--- src/assert_macros.svh ---
// Assertion macros used by the converter's sequencer RTL (i2p_ctrl).
`ifndef ASSERT_MACROS_SVH
`define ASSERT_MACROS_SVH

// Property checked on every clock outside reset.
`define I2P_ASSERT(lbl, prop, msg) \
    lbl: assert property (@(posedge clk) disable iff (!rst_n) prop) \
        else $error(msg);

// Same-cycle implication.
`define I2P_ASSERT_IMPL(lbl, ante, cons, msg) \
    lbl: assert property (@(posedge clk) disable iff (!rst_n) (ante) |-> (cons)) \
        else $error(msg);

`endif

--- src/i2p_pkg.sv ---
// Types, character codes and decode functions for the infix-to-postfix converter.
package i2p_pkg;

    localparam int STACK_DEPTH_DEF = 16;
    localparam int MAX_RESULTS     = 16;

    localparam logic [7:0] CH_PLUS  = 8'h2B;
    localparam logic [7:0] CH_MINUS = 8'h2D;
    localparam logic [7:0] CH_MUL   = 8'h2A;
    localparam logic [7:0] CH_DIV   = 8'h2F;
    localparam logic [7:0] CH_POW   = 8'h5E;
    localparam logic [7:0] CH_OPEN  = 8'h28;
    localparam logic [7:0] CH_CLOSE = 8'h29;

    typedef struct packed {
        logic [7:0] symbol;
        logic       end_marker;
    } in_word_t;

    typedef struct packed {
        logic [7:0] out_symbol;
        logic       symbol_valid;
        logic       last_in_run;
        logic       expression_end;
        logic       overflow;
    } out_word_t;

    typedef enum logic [2:0] {
        KIND_OPERAND,
        KIND_OPEN,
        KIND_CLOSE,
        KIND_OP,
        KIND_FLUSH
    } kind_t;

    typedef enum logic {
        ST_IDLE,
        ST_WORK
    } state_t;

    function automatic kind_t decode_kind(logic [7:0] c, logic e);
        kind_t k;
        if (e)
        begin
            k = KIND_FLUSH;
        end
        else
        begin
            unique case (c) inside
                CH_PLUS, CH_MINUS, CH_MUL, CH_DIV, CH_POW: k = KIND_OP;
                CH_OPEN:  k = KIND_OPEN;
                CH_CLOSE: k = KIND_CLOSE;
                default:  k = KIND_OPERAND;
            endcase
        end
        return k;
    endfunction

    function automatic logic [1:0] prec_of(logic [7:0] c);
        logic [1:0] p;
        case (c) inside
            CH_PLUS, CH_MINUS: p = 2'd1;
            CH_MUL, CH_DIV:    p = 2'd2;
            CH_POW:            p = 2'd3;
            default:           p = 2'd0;
        endcase
        return p;
    endfunction

endpackage

--- src/i2p_stack_ram.sv ---
// Operator stack storage: one write port, one registered read port.
module i2p_stack_ram #(
    parameter  int DEPTH = 16,
    localparam int AW    = $clog2(DEPTH)
) (
    input  logic          clk,
    input  logic          we,
    input  logic [AW-1:0] waddr,
    input  logic [7:0]    wdata,
    input  logic [AW-1:0] raddr,
    output logic [7:0]    rdata
);

    logic [7:0] mem [DEPTH];
    logic [7:0] rdata_reg;

    always_ff @(posedge clk)
    begin
        if (we)
        begin
            mem[waddr] <= wdata;
        end
    end

    always_ff @(posedge clk)
    begin
        rdata_reg <= mem[raddr];
    end

    assign rdata = rdata_reg;

endmodule

--- src/i2p_ctrl.sv ---
// Shunting-yard sequencer: stack pointer, top-of-stack forwarding, result staging.
`include "assert_macros.svh"

module i2p_ctrl #(
    parameter  int DEPTH = 16,
    localparam int AW    = $clog2(DEPTH),
    localparam int CW    = $clog2(DEPTH + 1)
) (
    input  logic               clk,
    input  logic               rst_n,
    input  logic               item_valid,
    output logic               item_stall,
    input  i2p_pkg::in_word_t  item,
    output logic               result_valid,
    input  logic               result_stall,
    output i2p_pkg::out_word_t result,
    output logic               ram_we,
    output logic [AW-1:0]      ram_waddr,
    output logic [7:0]         ram_wdata,
    output logic [AW-1:0]      ram_raddr,
    input  logic [7:0]         ram_rdata
);

    i2p_pkg::state_t    state_reg, state_next;
    i2p_pkg::kind_t     kind_reg, kind_next;
    logic [7:0]         sym_reg, sym_next;
    logic [CW-1:0]      cnt_reg, cnt_next;
    logic               fwd_valid_reg, fwd_valid_next;
    logic [7:0]         fwd_data_reg, fwd_data_next;
    logic               hold_valid_reg, hold_valid_next;
    i2p_pkg::out_word_t hold_reg, hold_next;
    logic               out_valid_reg, out_valid_next;
    i2p_pkg::out_word_t out_reg, out_next;

    logic               accept;
    logic [7:0]         top_sym;
    logic               empty;
    logic               full;
    logic               pop;
    logic               push;
    logic               gen;
    logic               fin;
    logic               need_out;
    logic               out_free;
    logic               go;
    i2p_pkg::out_word_t gen_word;
    i2p_pkg::out_word_t fin_word;
    logic [CW-1:0]      cnt_dec;

    assign top_sym  = fwd_valid_reg ? fwd_data_reg : ram_rdata;
    assign empty    = (cnt_reg == '0);
    assign full     = (cnt_reg == CW'(DEPTH));
    assign out_free = !out_valid_reg || !result_stall;
    assign accept   = item_valid && (state_reg == i2p_pkg::ST_IDLE);

    // one stack step per cycle in the work state, unless held by a stalled output
    always_comb
    begin
        pop      = 1'b0;
        push     = 1'b0;
        gen      = 1'b0;
        fin      = 1'b0;
        gen_word = '0;
        unique case (kind_reg)
            i2p_pkg::KIND_FLUSH:
            begin
                if (!empty)
                begin
                    pop = 1'b1;
                    gen = (top_sym != i2p_pkg::CH_OPEN);
                end
                else
                begin
                    fin = 1'b1;
                end
                gen_word.out_symbol   = top_sym;
                gen_word.symbol_valid = 1'b1;
            end
            i2p_pkg::KIND_CLOSE:
            begin
                if (!empty)
                begin
                    pop = 1'b1;
                    if (top_sym == i2p_pkg::CH_OPEN)
                    begin
                        fin = 1'b1;
                    end
                    else
                    begin
                        gen = 1'b1;
                    end
                end
                else
                begin
                    fin = 1'b1;
                end
                gen_word.out_symbol   = top_sym;
                gen_word.symbol_valid = 1'b1;
            end
            i2p_pkg::KIND_OP:
            begin
                if (!empty && (i2p_pkg::prec_of(top_sym) >= i2p_pkg::prec_of(sym_reg)))
                begin
                    pop                   = 1'b1;
                    gen                   = 1'b1;
                    gen_word.out_symbol   = top_sym;
                    gen_word.symbol_valid = 1'b1;
                end
                else
                begin
                    fin               = 1'b1;
                    push              = !full;
                    gen               = full;
                    gen_word.overflow = 1'b1;
                end
            end
            i2p_pkg::KIND_OPEN:
            begin
                fin               = 1'b1;
                push              = !full;
                gen               = full;
                gen_word.overflow = 1'b1;
            end
            default:
            begin
                fin                   = 1'b1;
                gen                   = 1'b1;
                gen_word.out_symbol   = sym_reg;
                gen_word.symbol_valid = 1'b1;
            end
        endcase

        fin_word = gen ? gen_word : (hold_valid_reg ? hold_reg : '0);
        fin_word.last_in_run    = 1'b1;
        fin_word.expression_end = (kind_reg == i2p_pkg::KIND_FLUSH);

        need_out = fin ? (hold_valid_reg || gen || (kind_reg == i2p_pkg::KIND_FLUSH))
                       : (gen && hold_valid_reg);
        go = (state_reg == i2p_pkg::ST_WORK) && (!need_out || out_free);
    end

    always_comb
    begin
        state_next      = state_reg;
        kind_next       = kind_reg;
        sym_next        = sym_reg;
        cnt_next        = cnt_reg;
        fwd_valid_next  = fwd_valid_reg;
        fwd_data_next   = fwd_data_reg;
        hold_valid_next = hold_valid_reg;
        hold_next       = hold_reg;
        out_valid_next  = out_valid_reg && result_stall;
        out_next        = out_reg;
        ram_we          = 1'b0;
        ram_waddr       = cnt_reg[AW-1:0];
        ram_wdata       = sym_reg;

        unique case (state_reg)
            i2p_pkg::ST_IDLE:
            begin
                if (accept)
                begin
                    kind_next  = i2p_pkg::decode_kind(item.symbol, item.end_marker);
                    sym_next   = item.symbol;
                    state_next = i2p_pkg::ST_WORK;
                end
            end
            default:
            begin
                if (go)
                begin
                    if (pop)
                    begin
                        cnt_next       = cnt_reg - CW'(1);
                        fwd_valid_next = 1'b0;
                    end
                    if (push)
                    begin
                        ram_we         = 1'b1;
                        cnt_next       = cnt_reg + CW'(1);
                        fwd_valid_next = 1'b1;
                        fwd_data_next  = sym_reg;
                    end
                    if (fin)
                    begin
                        hold_valid_next = 1'b0;
                        state_next      = i2p_pkg::ST_IDLE;
                        if (need_out)
                        begin
                            out_valid_next = 1'b1;
                            out_next       = fin_word;
                        end
                    end
                    else if (gen)
                    begin
                        if (hold_valid_reg)
                        begin
                            out_valid_next = 1'b1;
                            out_next       = hold_reg;
                        end
                        hold_valid_next = 1'b1;
                        hold_next       = gen_word;
                    end
                end
            end
        endcase

        cnt_dec   = cnt_next - CW'(1);
        ram_raddr = (cnt_next == '0) ? '0 : cnt_dec[AW-1:0];
    end

    always_ff @(posedge clk or negedge rst_n)
    begin
        if (!rst_n)
        begin
            state_reg      <= i2p_pkg::ST_IDLE;
            cnt_reg        <= '0;
            fwd_valid_reg  <= 1'b0;
            hold_valid_reg <= 1'b0;
            out_valid_reg  <= 1'b0;
        end
        else
        begin
            state_reg      <= state_next;
            cnt_reg        <= cnt_next;
            fwd_valid_reg  <= fwd_valid_next;
            hold_valid_reg <= hold_valid_next;
            out_valid_reg  <= out_valid_next;
        end
    end

    always_ff @(posedge clk)
    begin
        kind_reg     <= kind_next;
        sym_reg      <= sym_next;
        fwd_data_reg <= fwd_data_next;
        hold_reg     <= hold_next;
        out_reg      <= out_next;
    end

    assign item_stall   = (state_reg != i2p_pkg::ST_IDLE);
    assign result_valid = out_valid_reg;
    assign result       = out_reg;

    `I2P_ASSERT(a_cnt_bound, (cnt_reg <= CW'(DEPTH)), "stack count beyond capacity")
    `I2P_ASSERT_IMPL(a_fwd_nonempty, fwd_valid_reg, !empty, "forwarded top on empty stack")
    `I2P_ASSERT_IMPL(a_idle_no_hold, (state_reg == i2p_pkg::ST_IDLE), !hold_valid_reg,
        "staged word left over after item finished")
    `I2P_ASSERT(a_flush_end,
        ((go && fin && (kind_reg == i2p_pkg::KIND_FLUSH))
            |=> (out_valid_reg && out_reg.expression_end && out_reg.last_in_run)),
        "flush did not close with an end word")

endmodule

--- src/infix_to_postfix_converter.sv ---
// Top level of the shunting-yard infix-to-postfix converter.
// A word that pops nothing is decoded into kind_reg and sym_reg, and its output word is then
// registered in out_reg; a popped operator that does not end the item is staged in hold_reg.
// A new input word is taken only once the last one is finished (the '(' closing a ')' is popped
// in its finishing step); the stack RAM pops one entry per cycle unless an output stall holds it.
// Reset clears the stack count, sequencer and valid flags; stack RAM is not cleared.
module infix_to_postfix_converter #(
    parameter int STACK_DEPTH = i2p_pkg::STACK_DEPTH_DEF
) (
    input  logic               clk,
    input  logic               rst_n,
    input  logic               item_valid,
    output logic               item_stall,
    input  i2p_pkg::in_word_t  item,
    output logic               result_valid,
    input  logic               result_stall,
    output i2p_pkg::out_word_t result
);

    localparam int CAP = (STACK_DEPTH > i2p_pkg::MAX_RESULTS) ? i2p_pkg::MAX_RESULTS
                                                               : STACK_DEPTH;
    localparam int AW  = $clog2(CAP);

    logic          ram_we;
    logic [AW-1:0] ram_waddr;
    logic [7:0]    ram_wdata;
    logic [AW-1:0] ram_raddr;
    logic [7:0]    ram_rdata;

    i2p_ctrl #(
        .DEPTH (CAP)
    ) u_ctrl (
        .clk          (clk),
        .rst_n        (rst_n),
        .item_valid   (item_valid),
        .item_stall   (item_stall),
        .item         (item),
        .result_valid (result_valid),
        .result_stall (result_stall),
        .result       (result),
        .ram_we       (ram_we),
        .ram_waddr    (ram_waddr),
        .ram_wdata    (ram_wdata),
        .ram_raddr    (ram_raddr),
        .ram_rdata    (ram_rdata)
    );

    i2p_stack_ram #(
        .DEPTH (CAP)
    ) u_stack (
        .clk   (clk),
        .we    (ram_we),
        .waddr (ram_waddr),
        .wdata (ram_wdata),
        .raddr (ram_raddr),
        .rdata (ram_rdata)
    );

endmodule

--- config.mk ---
export PLATFORM = sky130hd
export DESIGN_NAME = infix_to_postfix_converter
export DESIGN_NICKNAME = d
export VERILOG_FILES = /design/src/i2p_pkg.sv /design/src/i2p_stack_ram.sv /design/src/i2p_ctrl.sv /design/src/infix_to_postfix_converter.sv
export VERILOG_INCLUDE_DIRS = /design/src /design/src/src
export SDC_FILE = /design/constraint.sdc
export NUM_CORES = 1
export LEC_CHECK = 0
export ABC_AREA = 1
export BUFFER_PORTS_ARGS = -buffer_cell sky130_fd_sc_hd__buf_2
export CAP_MARGIN = 20
export CORE_MARGIN = 2
export CORE_UTILIZATION = 55
export CTS_BUF_LIST = sky130_fd_sc_hd__clkbuf_4 sky130_fd_sc_hd__clkbuf_8
export CTS_CLUSTER_SIZE = 8
export DETAILED_ROUTE_END_ITERATION = 8
export HOLD_SLACK_MARGIN = 0.15
export PLACE_DENSITY = 0.77
export SYNTH_ARGS = -nofsm -noshare
export SYNTH_HDL_FRONTEND = slang
export SYNTH_HIERARCHICAL = 1
export SYNTH_SLANG_ARGS = --single-unit
--- constraint.sdc ---
create_clock -name clk -period 6.25 [get_ports clk]
set_clock_uncertainty 0.1 [all_clocks]
set_input_delay 0.625 -clock clk [delete_from_list [all_inputs] [get_ports clk]]
set_output_delay 0.625 -clock clk [all_outputs]
set_load 0.05 [all_outputs]
Word level (Yosys, flattened, before mapping)
Memories as Yosys holds them, arrays and structs flattened. A register that Yosys moved wholly into a read port is not among the register bits.
Index checks and enable logic that the tools add are counted.
{"block": "word_totals", "reg_bits": 50, "mem_bits_rw": 128, "n_memories": 1}
{"memory": "u_stack.mem", "words": 16, "word_bits": 8, "read_ports": 1, "rd_clocked_by_memory_dff": 1, "write_ports": 1, "line_no": "i2p_stack_ram.sv:14", "text": "logic [7:0] mem [DEPTH];"}
{"block": "op_classes", "add_sub_neg": 3, "n_lt_le_gt_ge": 1, "n_eq_ne": 25, "muxes": 59, "bitwise": 2, "n_reduce_logical": 31}
{"op": "== test 8 x 6 -> 1 bit, second input constant", "n": 15}
{"op": "two-way mux 12 bit", "n": 6}
{"op": "two-way mux 1 bit", "n": 31}
{"op": "case mux 9 bit (3 select lines)", "n": 1}
{"op": "== test 8 x 7 -> 1 bit, second input constant", "n": 3}
{"op": "two-way mux 5 bit", "n": 4}
{"op": "two-way mux 2 bit", "n": 8}
{"op": "logical NOT 5 bit", "n": 2}
{"op": "OR reduction 2 bit", "n": 5}
{"op": "two-way mux 9 bit", "n": 1}
{"op": "AND reduction 3 bit", "n": 3}
{"op": "two-way mux 8 bit", "n": 1}
{"op": "!= test 8 x 6 -> 1 bit, second input constant", "n": 1}
{"op": "== test 3 x 2 -> 1 bit, second input constant", "n": 2}
{"op": "case mux 1 bit (2 select lines)", "n": 3}
{"op": "case mux 2 bit (3 select lines)", "n": 1}
{"op": "nonzero test 2 bit", "n": 3}
{"op": "adder 5 x 1 -> 5 bit, second input constant", "n": 1}
{"op": "== test 5 bit, second input constant", "n": 1}
{"op": "logical AND 1 bit", "n": 5}
{"op": "logical NOT 1 bit", "n": 5}
{"op": "AND reduction 5 bit", "n": 1}
{"op": "OR reduction 5 bit", "n": 1}
{"op": "subtractor 5 x 1 -> 5 bit, second input constant", "n": 1}
{"op": "other kinds (12)", "n": 16}

Logic depth before layout (Yosys ltp)
Gate-level depths: netlist of run 1.
{"block": "logic_depth", "depth_word": 20, "mapped_depth": 35, "depth_no_buf": 32}

By module
Netlist of run 1, hierarchy kept.
{"module": "i2p_stack_ram", "instances": 1, "cells_each": 551, "area_each_um2": 5766.8}
{"module": "i2p_ctrl", "instances": 1, "cells_each": 339, "area_each_um2": 2984.1}

Least setup slack after synthesis of run 1
OpenSTA, ideal clock, no wires.
{"block": "synth_path", "path_type": "register to register", "from": "register u_ctrl.sym_reg[0], in the netlist u_ctrl/ram_wdata[0]", "to": "register u_stack.rdata_reg[1], in the netlist u_stack/rdata[1], read port of u_stack.mem", "t_arrival_ns": 3.814, "required_ns": 6.036, "setup_slack_ns": 2.222, "path_stages_with_launch": 31, "n_path_buf": 3, "period_less_slack_ns": 4.028, "path_cell_list": "edfxtp_1 -> inv_1 -> nand2_1 -> or3_1 -> nor4_1 -> a21oi_1 -> ha_1 -> nand2_1 -> nand3b_1 -> nand3_2 -> inv_2 -> nor2_4 -> nand4_1 -> nand2_2 -> nand2_2 -> nand2_4 -> nand2_4 -> buf_6 -> nand2_2 -> nand2_2 -> ha_1 -> nand3_2 -> inv_1 -> a21oi_1 -> buf_6 -> buf_4 -> nand2_1 -> nand3_1 -> nand3_1 -> nand3_1 -> nand2_1"}
{"block": "synth_via", "elab_chain_len": 19}
{"element": "from (decl)", "line_no": "i2p_ctrl.sv:26", "text": "logic [7:0] sym_reg, sym_next;"}
{"element": "from (signal assigned)", "line_no": "i2p_ctrl.sv:235", "text": "sym_reg <= sym_next;"}
{"element": "== test 8 x 7 -> 1 bit or == test 8 x 6 -> 1 bit (tied branches)", "line_no": "i2p_ctrl.sv:102", "text": "if (!empty && (i2p_pkg::prec_of(top_sym) >= i2p_pkg::prec_of(sym_reg)))"}
{"element": "two-way mux 2 bit or OR reduction 2 bit (tied branches)", "line_no": "i2p_pkg.sv:61", "text": "case (c) inside"}
{"element": "two-way mux 2 bit", "line_no": "i2p_pkg.sv:61"}
{"element": "two-way mux 2 bit *", "line_no": "i2p_pkg.sv:61"}
{"element": "two-way mux 2 bit *", "line_no": "i2p_ctrl.sv:64", "text": "unique case (kind_reg)"}
{"element": ">= comparator 2 bit *", "line_no": "i2p_ctrl.sv:102"}
{"element": "logical AND 1 bit *", "line_no": "i2p_ctrl.sv:102"}
{"element": "two-way mux 1 bit", "line_no": "i2p_ctrl.sv:102"}
{"element": "[... 4 more ...]"}
{"element": "logical NOT 1 bit", "line_no": "i2p_ctrl.sv:139", "text": "go = (state_reg == i2p_pkg::ST_WORK) && (!need_out || out_free);"}
{"element": "logical OR 1 bit", "line_no": "i2p_ctrl.sv:139"}
{"element": "logical AND 1 bit", "line_no": "i2p_ctrl.sv:139"}
{"element": "two-way mux 5 bit *", "line_no": "i2p_ctrl.sv:170", "text": "if (go)"}
{"element": "two-way mux 5 bit *", "line_no": "i2p_ctrl.sv:158", "text": "unique case (state_reg)"}
{"element": "subtractor 4 x 1 -> 4 bit or logical NOT 5 bit (tied branches)", "line_no": "i2p_ctrl.sv:208, i2p_ctrl.sv:209"}
{"element": "two-way mux 4 bit *", "line_no": "i2p_ctrl.sv:209", "text": "ram_raddr = (cnt_next == '0) ? '0 : cnt_dec[AW-1:0];"}
{"element": "net ram_raddr[0]", "line_no": "infix_to_postfix_converter.sv:27", "text": "logic [AW-1:0] ram_raddr;"}
{"element": "to (decl)", "line_no": "i2p_stack_ram.sv:15", "text": "logic [7:0] rdata_reg;"}
The timed path passes the listed nets; every way through them passes the cells marked *. The select of a mux whose other input is x is not followed.
A chain may end at the register's enable or synchronous reset.

Worst setup path in the final report of run 1
{"block": "layout_path", "from": "register u_ctrl.sym_reg[0], in the netlist u_ctrl/ram_wdata[0]", "to": "register u_stack.rdata_reg[7], in the netlist u_stack/rdata[7], read port of u_stack.mem"}
The elaborated chain is that of the path after synthesis.

==> results of run 1 <==
[through the flow]
| stage | cells | util | setup slack [ns] |
|---|---|---|---|
| after floorplan | 890 | - | 2.222 |
| after global placement | 1109 | 0.5732 | 1.405 |
| after detailed placement | 1109 | 0.5732 | 1.272 |
| after CTS | 1142 | 0.6016 | 1.254 |
| after global routing | 1142 | 0.6016 | 0.7024 |
| final | 1142 | 0.6016 | 1.216 |
[synth_stat cells (5+ instances only)]
cell,number
dfrtp_1,9
buf_6,9
nand2_1,244
o31ai_1,8
xor2_1,5
edfxtp_1,169
dfxtp_1,8
buf_4,8
nand2_2,22
a21oi_1,10
nand3_1,123
buf_2,13
inv_1,155
o21ai_0,12
ha_1,6
nor2_1,38
[layer usage]
metal | routed length [um] | share of wire | GRT usage
met1 | 8013 | 0.44 | 0.3290
met2 | 8351 | 0.46 | 0.3483
met3 | 1352 | 0.075 | 0.05863
met4 | 423 | 0.023 | 0.07653
met5 | 0 | 0 | 0
[where the power goes]
| part | internal [mW] | switching (mW) | leakage [nW] |
|---|---|---|---|
| clock network | 0.442 | 0.423 | 0.223 |
| registers | 1.57 | 0.128 | 1.71 |
| logic | 0.738 | 1.86 | 2.20 |
| total | 2.75 | 2.41 | 4.13 |
[path summary, 6_finish.rpt]
kind | from | to | slack (ns) | cells after the start
max in group asynchronous | rst_n | u_ctrl/cnt_reg[0]$_DFF_PN0_ | 5.40 | 2
min in group asynchronous | rst_n | u_ctrl/hold_valid_reg$_DFFE_PN0P_ | 0.44 | 2
worst min-delay path | item[6] | u_ctrl/ram_wdata[5]$_DFFE_PP_ | 0.26 | 1
worst min register to register | u_ctrl/result_valid$_DFF_PN0_ | u_ctrl/result_valid$_DFF_PN0_ | 0.40 | 2
worst max-delay path | u_ctrl/ram_wdata[0]$_DFFE_PP_ | u_stack/rdata[7]$_DFF_P_ | 1.22 | 28
worst max register to register | u_ctrl/ram_wdata[0]$_DFFE_PP_ | u_stack/rdata[7]$_DFF_P_ | 1.22 | 28
[critical path: cells and delay by family, from the launching register on]
| kind | cells | cell delay (ns) |
|---|---|---|
| and+or+nand+nor | 19 | 2.32 |
| buffers and inverters | 5 | 1.07 |
| DFF | 1 | 0.66 |
| adders and majority gates | 2 | 0.52 |
| AOI/OAI and AO/OA | 2 | 0.22 |
[logic make-up (layout without fill, tap and decap cells)]
logic type      Yosys count  after routing  synth area share
compound gates           42             42           0.02960
buf+inv                 194            230           0.09823
simple gates            455            455            0.2325
mux                       1              1          0.001144
xor+xnor                  6              6          0.006005
fa+ha+maj                 6              6          0.008579
flops                   186            186            0.6240
[cell type report]
cell class / instances / area, um2
Sequential cell: 186 / 5460
Multi-Input combinational cell: 510 / 2446
Inverter: 161 / 611.8
Clock buffer: 18 / 241.5
Tap cell: 216 / 270.3
Clock inverter: 14 / 195.2
Fill cell: 1274 / 6260
Timing Repair Buffer: 37 / 227.7
[what timing repair did]
action | 4_1_cts | 5_1_grt
hold buffers | 1 | 0
endpoints found under the hold margin | 9 | 0
setup buffers | 0 | 0
==> impl_metrics.env, run 1 <==
export IMPL_status="completed"
export IMPL_num_nets_final=932
export IMPL_worstPathMaxFanout=33
export IMPL_cts_tree="yes"
export IMPL_final_area_um2=9453
export IMPL_p_leak_nw=4.128
export IMPL_synth_seq_cells=186
export IMPL_cap_violations=0
export IMPL_drtIter0Drc=702
export IMPL_crit_type="flop to flop"
export IMPL_synth_edf_count=169
export IMPL_io_pins=27
export IMPL_cp_end_kind="flop"
export IMPL_ctsRootBufferMaster="clkbuf_8"
export IMPL_tightest_slew_ns=0.9879
export IMPL_die_area_um2=16940
export IMPL_grt_pass1_vias=5556
export IMPL_gp_congestion=0.9083
export IMPL_final_min_clock_period_ns=5.034
export IMPL_ys_types=40
export IMPL_cts_max_level=4
export IMPL_grt_overflow_total=0
export IMPL_rsz0062_at_grt="false"
export IMPL_drive_gt1_frac=0.1199
export IMPL_final_common_cell="nand2_1"
export IMPL_final_cell_mix="nand2_1 (244), edfxtp_1 (169), inv_1 (155), nand3_1 (123), nor2_1 (38)"
export IMPL_synthCells=890
export IMPL_drc_errors=0
export IMPL_yosys_warnings=6
export IMPL_diodes=0
export IMPL_max_slew_margin=0.3390
export IMPL_clk_path_buf_depth=2
export IMPL_clk_pin_slew_ns=0.09
export IMPL_synthesis_area_um2=8751
export IMPL_hold_viol_final=0
export IMPL_die_h_um=130.1
export IMPL_synth_top_area_cell="edfxtp_1"
export IMPL_dpl_cell_area_um2=9006
export IMPL_cts_resized=0
export IMPL_start_util=0.5569
export IMPL_drt_total_wl_mm=18.14
export IMPL_synth_seq_area_share=0.6240
export IMPL_power_total_mw=5.159
export IMPL_routed_via_density=5.269
export IMPL_die_w_um=130.1
export IMPL_grt_pass1_wl_mm=29.08
export IMPL_synth_fp_nets=909
export IMPL_slew_violations=0
export IMPL_largest_reg_flops=128
export IMPL_num_rows=46
export IMPL_wl_per_cell_um=15.88
export IMPL_finalSetupViolCount=0
export IMPL_crit_required_ns=6.52
export IMPL_max_freq_ghz=0.1986
export IMPL_port_buffer_count=26
export IMPL_critPathMaxStageDelay_ns=0.66
export IMPL_path_common_cell="nand2_2"
export IMPL_irDropWorstVdd_v=0.0004129
export IMPL_grt_max_degree=65
export IMPL_clock_sinks=186
export IMPL_crit_arrival_ns=5.30
export IMPL_drtAntennaViolNets=0
export IMPL_synthArstFlopShare=0.04839
export IMPL_synthTopCellsByArea="edfxtp_1 (58%), nand2_1 (10%), nand3_1 (7.0%)"
export IMPL_ys_flop_type="edfxtp_1"
export IMPL_cp_start_kind="flop"
export IMPL_place_hpwl_mm=11.46
export IMPL_dr_pass1_iters=5
export IMPL_grt_usage=0.2303
export IMPL_hold_class="primary input to flop"
export IMPL_critPathSlowestCell="edfxtp_1"
export IMPL_hold_slack_ns=0.2560
export IMPL_synth_top_cell_area_share=0.5799
export IMPL_numCtsBuffers=17
export IMPL_antenna_found_initial=0
export IMPL_vias=6017
export IMPL_fin_crit_sh=0.8055
export IMPL_syn_avg_cell_area_um2=9.832
export IMPL_finalSetupTns_ns=0
export IMPL_area_growth_pct=8.021
export IMPL_core_area_um2=15710
export IMPL_p_per_area_nw_per_um2=545.7
export IMPL_clock_latency_ns=0.47
(Power assumes the default switching activity.)
==> inputs of run 2 (changes only) <==
--- a/config.mk
+++ b/config.mk
@@ -6,7 +6,7 @@
 export SDC_FILE = /design/constraint.sdc
 export NUM_CORES = 1
 export LEC_CHECK = 0
-export ABC_AREA = 1
+export ABC_AREA = 0
 export BUFFER_PORTS_ARGS = -buffer_cell sky130_fd_sc_hd__buf_2
 export CAP_MARGIN = 20
 export CORE_MARGIN = 2
==> constraint.sdc (replaced) <==
create_clock -name clk -period 4.7 [get_ports clk]
set_clock_uncertainty 0.1 [all_clocks]
set_input_delay 0.47 -clock clk [delete_from_list [all_inputs] [get_ports clk]]
set_output_delay 0.47 -clock clk [all_outputs]
set_load 0.05 [all_outputs]
==> impl_metrics.env, run 2 <==
export IMPL_status="complete, but fails checks"
export IMPL_violations="negative setup slack"
export IMPL_hold_viol_final=0
export IMPL_cp_start_kind="flop"
export IMPL_area_growth_pct=20.97
export IMPL_rsz0062_at_grt="true"
export IMPL_critPathSlowestCell="mux4_2"
export IMPL_slew_violations=0
export IMPL_die_h_um=123.9
export IMPL_antenna_found_initial=0
export IMPL_fin_crit_sh=1.122
export IMPL_hold_class="primary input to async pin"
export IMPL_fin_ws_ns=-0.5723
export IMPL_worstPathMaxFanout=8
export IMPL_synthArstFlopShare=0.04839
export IMPL_routed_via_density=5.994
export IMPL_grt_overflow_total=0
export IMPL_gp_congestion=0.8915
export IMPL_ys_flop_type="edfxtp_1"
export IMPL_dp_cells=732
export IMPL_ff2ff_setup_slack_ns=-0.57
export IMPL_numCtsBuffers=17
export IMPL_synth_seq_cells=186
export IMPL_port_buffer_count=26
export IMPL_crit_type="flop to flop"
export IMPL_die_w_um=123.9
export IMPL_critPathMaxStageDelay_ns=0.49
export IMPL_fin_cells=797
export IMPL_yosys_warnings=6
export IMPL_syn_avg_cell_area_um2=16.61
export IMPL_synth_top_area_cell="edfxtp_1"
export IMPL_synth_top_cell_area_share=0.6418
export IMPL_dr_pass1_iters=7
export IMPL_core_area_um2=13990
export IMPL_synth_edf_count=169
export IMPL_multi_input_area_um2=2375
export IMPL_io_pins=27
export IMPL_cap_violations=0
export IMPL_synth_fp_nets=495
export IMPL_clock_sinks=186
export IMPL_ctsRootBufferMaster="clkbuf_8"
export IMPL_grt_pass1_vias=4536
export IMPL_ys_types=63
export IMPL_clk_pin_slew_ns=0.09
export IMPL_finalSetupViolCount=8
export IMPL_diodes=0
export IMPL_place_hpwl_mm=10.88
export IMPL_dpl_cell_area_um2=8698
export IMPL_max_freq_ghz=0.1897
export IMPL_drc_errors=0
export IMPL_synthTopCellsByArea="edfxtp_1 (64%), mux4_2 (5.1%), mux4_1 (4.7%)"
export IMPL_final_min_clock_period_ns=5.272
export IMPL_yosysMostFrequentCell="edfxtp_1"
export IMPL_synth_seq_area_share=0.6905
export IMPL_largest_reg_flops=128
export IMPL_grt_max_degree=22
export IMPL_synthesis_area_um2=7908
export IMPL_die_area_um2=15350
export IMPL_drtIter0Drc=425
export IMPL_finish_utilization=0.6838
export IMPL_final_area_um2=9565
export IMPL_max_slew_margin=0.3371
export IMPL_cp_end_kind="flop"
export IMPL_clk_path_buf_depth=2
export IMPL_drive_gt1_frac=0.3598
export IMPL_crit_arrival_ns=5.53
export IMPL_start_util=0.5653
export IMPL_num_nets_final=623
export IMPL_final_common_cell="edfxtp_1"
export IMPL_seq_area_um2=5460
export IMPL_num_rows=43
export IMPL_cts_max_level=4
export IMPL_grt_pass1_wl_mm=25.72
export IMPL_vias=4777
export IMPL_drt_total_wl_mm=17.18
export IMPL_fillers=911
export IMPL_grt_usage=0.2362
export IMPL_clock_latency_ns=0.46
export IMPL_crit_required_ns=4.96
export IMPL_wl_per_cell_um=21.56
export IMPL_cts_tree="yes"
export IMPL_synth_commonest_cells="edfxtp_1 (169), nand2_1 (50), nor2_1 (23), mux4_2 (18), o21ai_0 (18)"
export IMPL_path_common_cell="buf_12"
export IMPL_final_cell_mix="edfxtp_1 (169), buf_4 (78), nand2_1 (50), mux4_2 (31), buf_2 (26)"
export IMPL_synthCells=476
export IMPL_drtAntennaViolNets=0
export IMPL_tightest_slew_ns=0.9923
[run 2: cell types whose count changed after synthesis, moves of 8 or more]
cell	previous run	this run
nor2_1	38	23
inv_1	155	10
mux4_2	0	18
nand2_2	22	0
a22oi_1	0	17
mux4_1	0	14
buf_2	13	3
nand2b_1	0	8
nand3_1	123	4
o31ai_1	8	0
nand2_1	244	50
[run 2: routing by layer]
metal  vias to the layer above  GRT usage  part of all wire
li1                       2129          -                 -
met1                      2401     0.3181              0.41
met2                       217     0.3815              0.51
met3                        30    0.05495             0.060
met4                         0    0.08567             0.021
met5                         -          0                 0
[run 2: cells by family after synthesis]
| family | synth area share |
|---|---|
| buf+inv | 0.02231 |
| flops | 0.6905 |
| compound gates | 0.07579 |
| xor+xnor | 0.006487 |
| mux | 0.1079 |
| simple gates | 0.08750 |
| fa+ha+maj | 0.009493 |
[run 2: layout make-up]
cell class                 instances  share of cell area
clock buffer                      18             0.02525
clock inverter                    14             0.02014
inverter                          10            0.003924
multi-input combinational        262              0.2483
sequential                       186              0.5708
tap                              180             0.02354
timing repair buffer             127              0.1080
[run 2: repair_timing]
action                     in CTS  in global routing
pin swaps                      11                 16
hold endpoints to repair       20                  0
hold buffers                   12                  0
setup endpoints to repair       8                 40
cloned                          1                  0
gates resized for setup        14                 16
setup buffers                  13                 11
[run 2: critical path, delay by kind of cell, from the launching register on]
kind / cells / cell delay, ns
flip-flops: 1 / 0.39
multiplexers: 1 / 0.49
AND/OR/NAND/NOR: 8 / 1.58
adder cells (fa/ha/maj): 2 / 0.48
AO/OA/AOI/OAI: 10 / 1.41
buffers and inverters: 4 / 0.47
XOR/XNOR: 1 / 0.23
[run 2: metrics by stage]
stage | setup TNS, ns | hold WS (ns) | setup WS, ns
global placement | -2.659 | 0.2431 | -0.4215
global route | -7.826 | 0.3169 | -0.8436
finish | -4.405 | 0.3193 | -0.5723
floorplan | -0.7092 | 0.07441 | -0.09007
CTS | -2.186 | 0.2898 | -0.3265
detailed placement | -3.243 | 0.2566 | -0.4876
[run 2: worst paths after layout]
kind | from | to | cells after the start
worst max register to register | u_ctrl/fwd_valid_reg$_DFFE_PN0P_ | u_stack/rdata[3]$_DFF_P_ | 26
min in group clk | u_ctrl/hold_reg[10]$_DFFE_PP_ | u_ctrl/result[10]$_DFFE_PP_ | 2
worst min-delay path | rst_n | u_ctrl/cnt_reg[1]$_DFF_PN0_ | 2
max in group asynchronous | rst_n | u_ctrl/cnt_reg[2]$_DFF_PN0_ | 2
worst max-delay path | u_ctrl/fwd_valid_reg$_DFFE_PN0P_ | u_stack/rdata[3]$_DFF_P_ | 26
worst min register to register | u_ctrl/hold_reg[10]$_DFFE_PP_ | u_ctrl/result[10]$_DFFE_PP_ | 2
Power of run 2 is not shown: default switching activity piles up to over one toggle a cycle in this logic, so the estimate is an artifact.
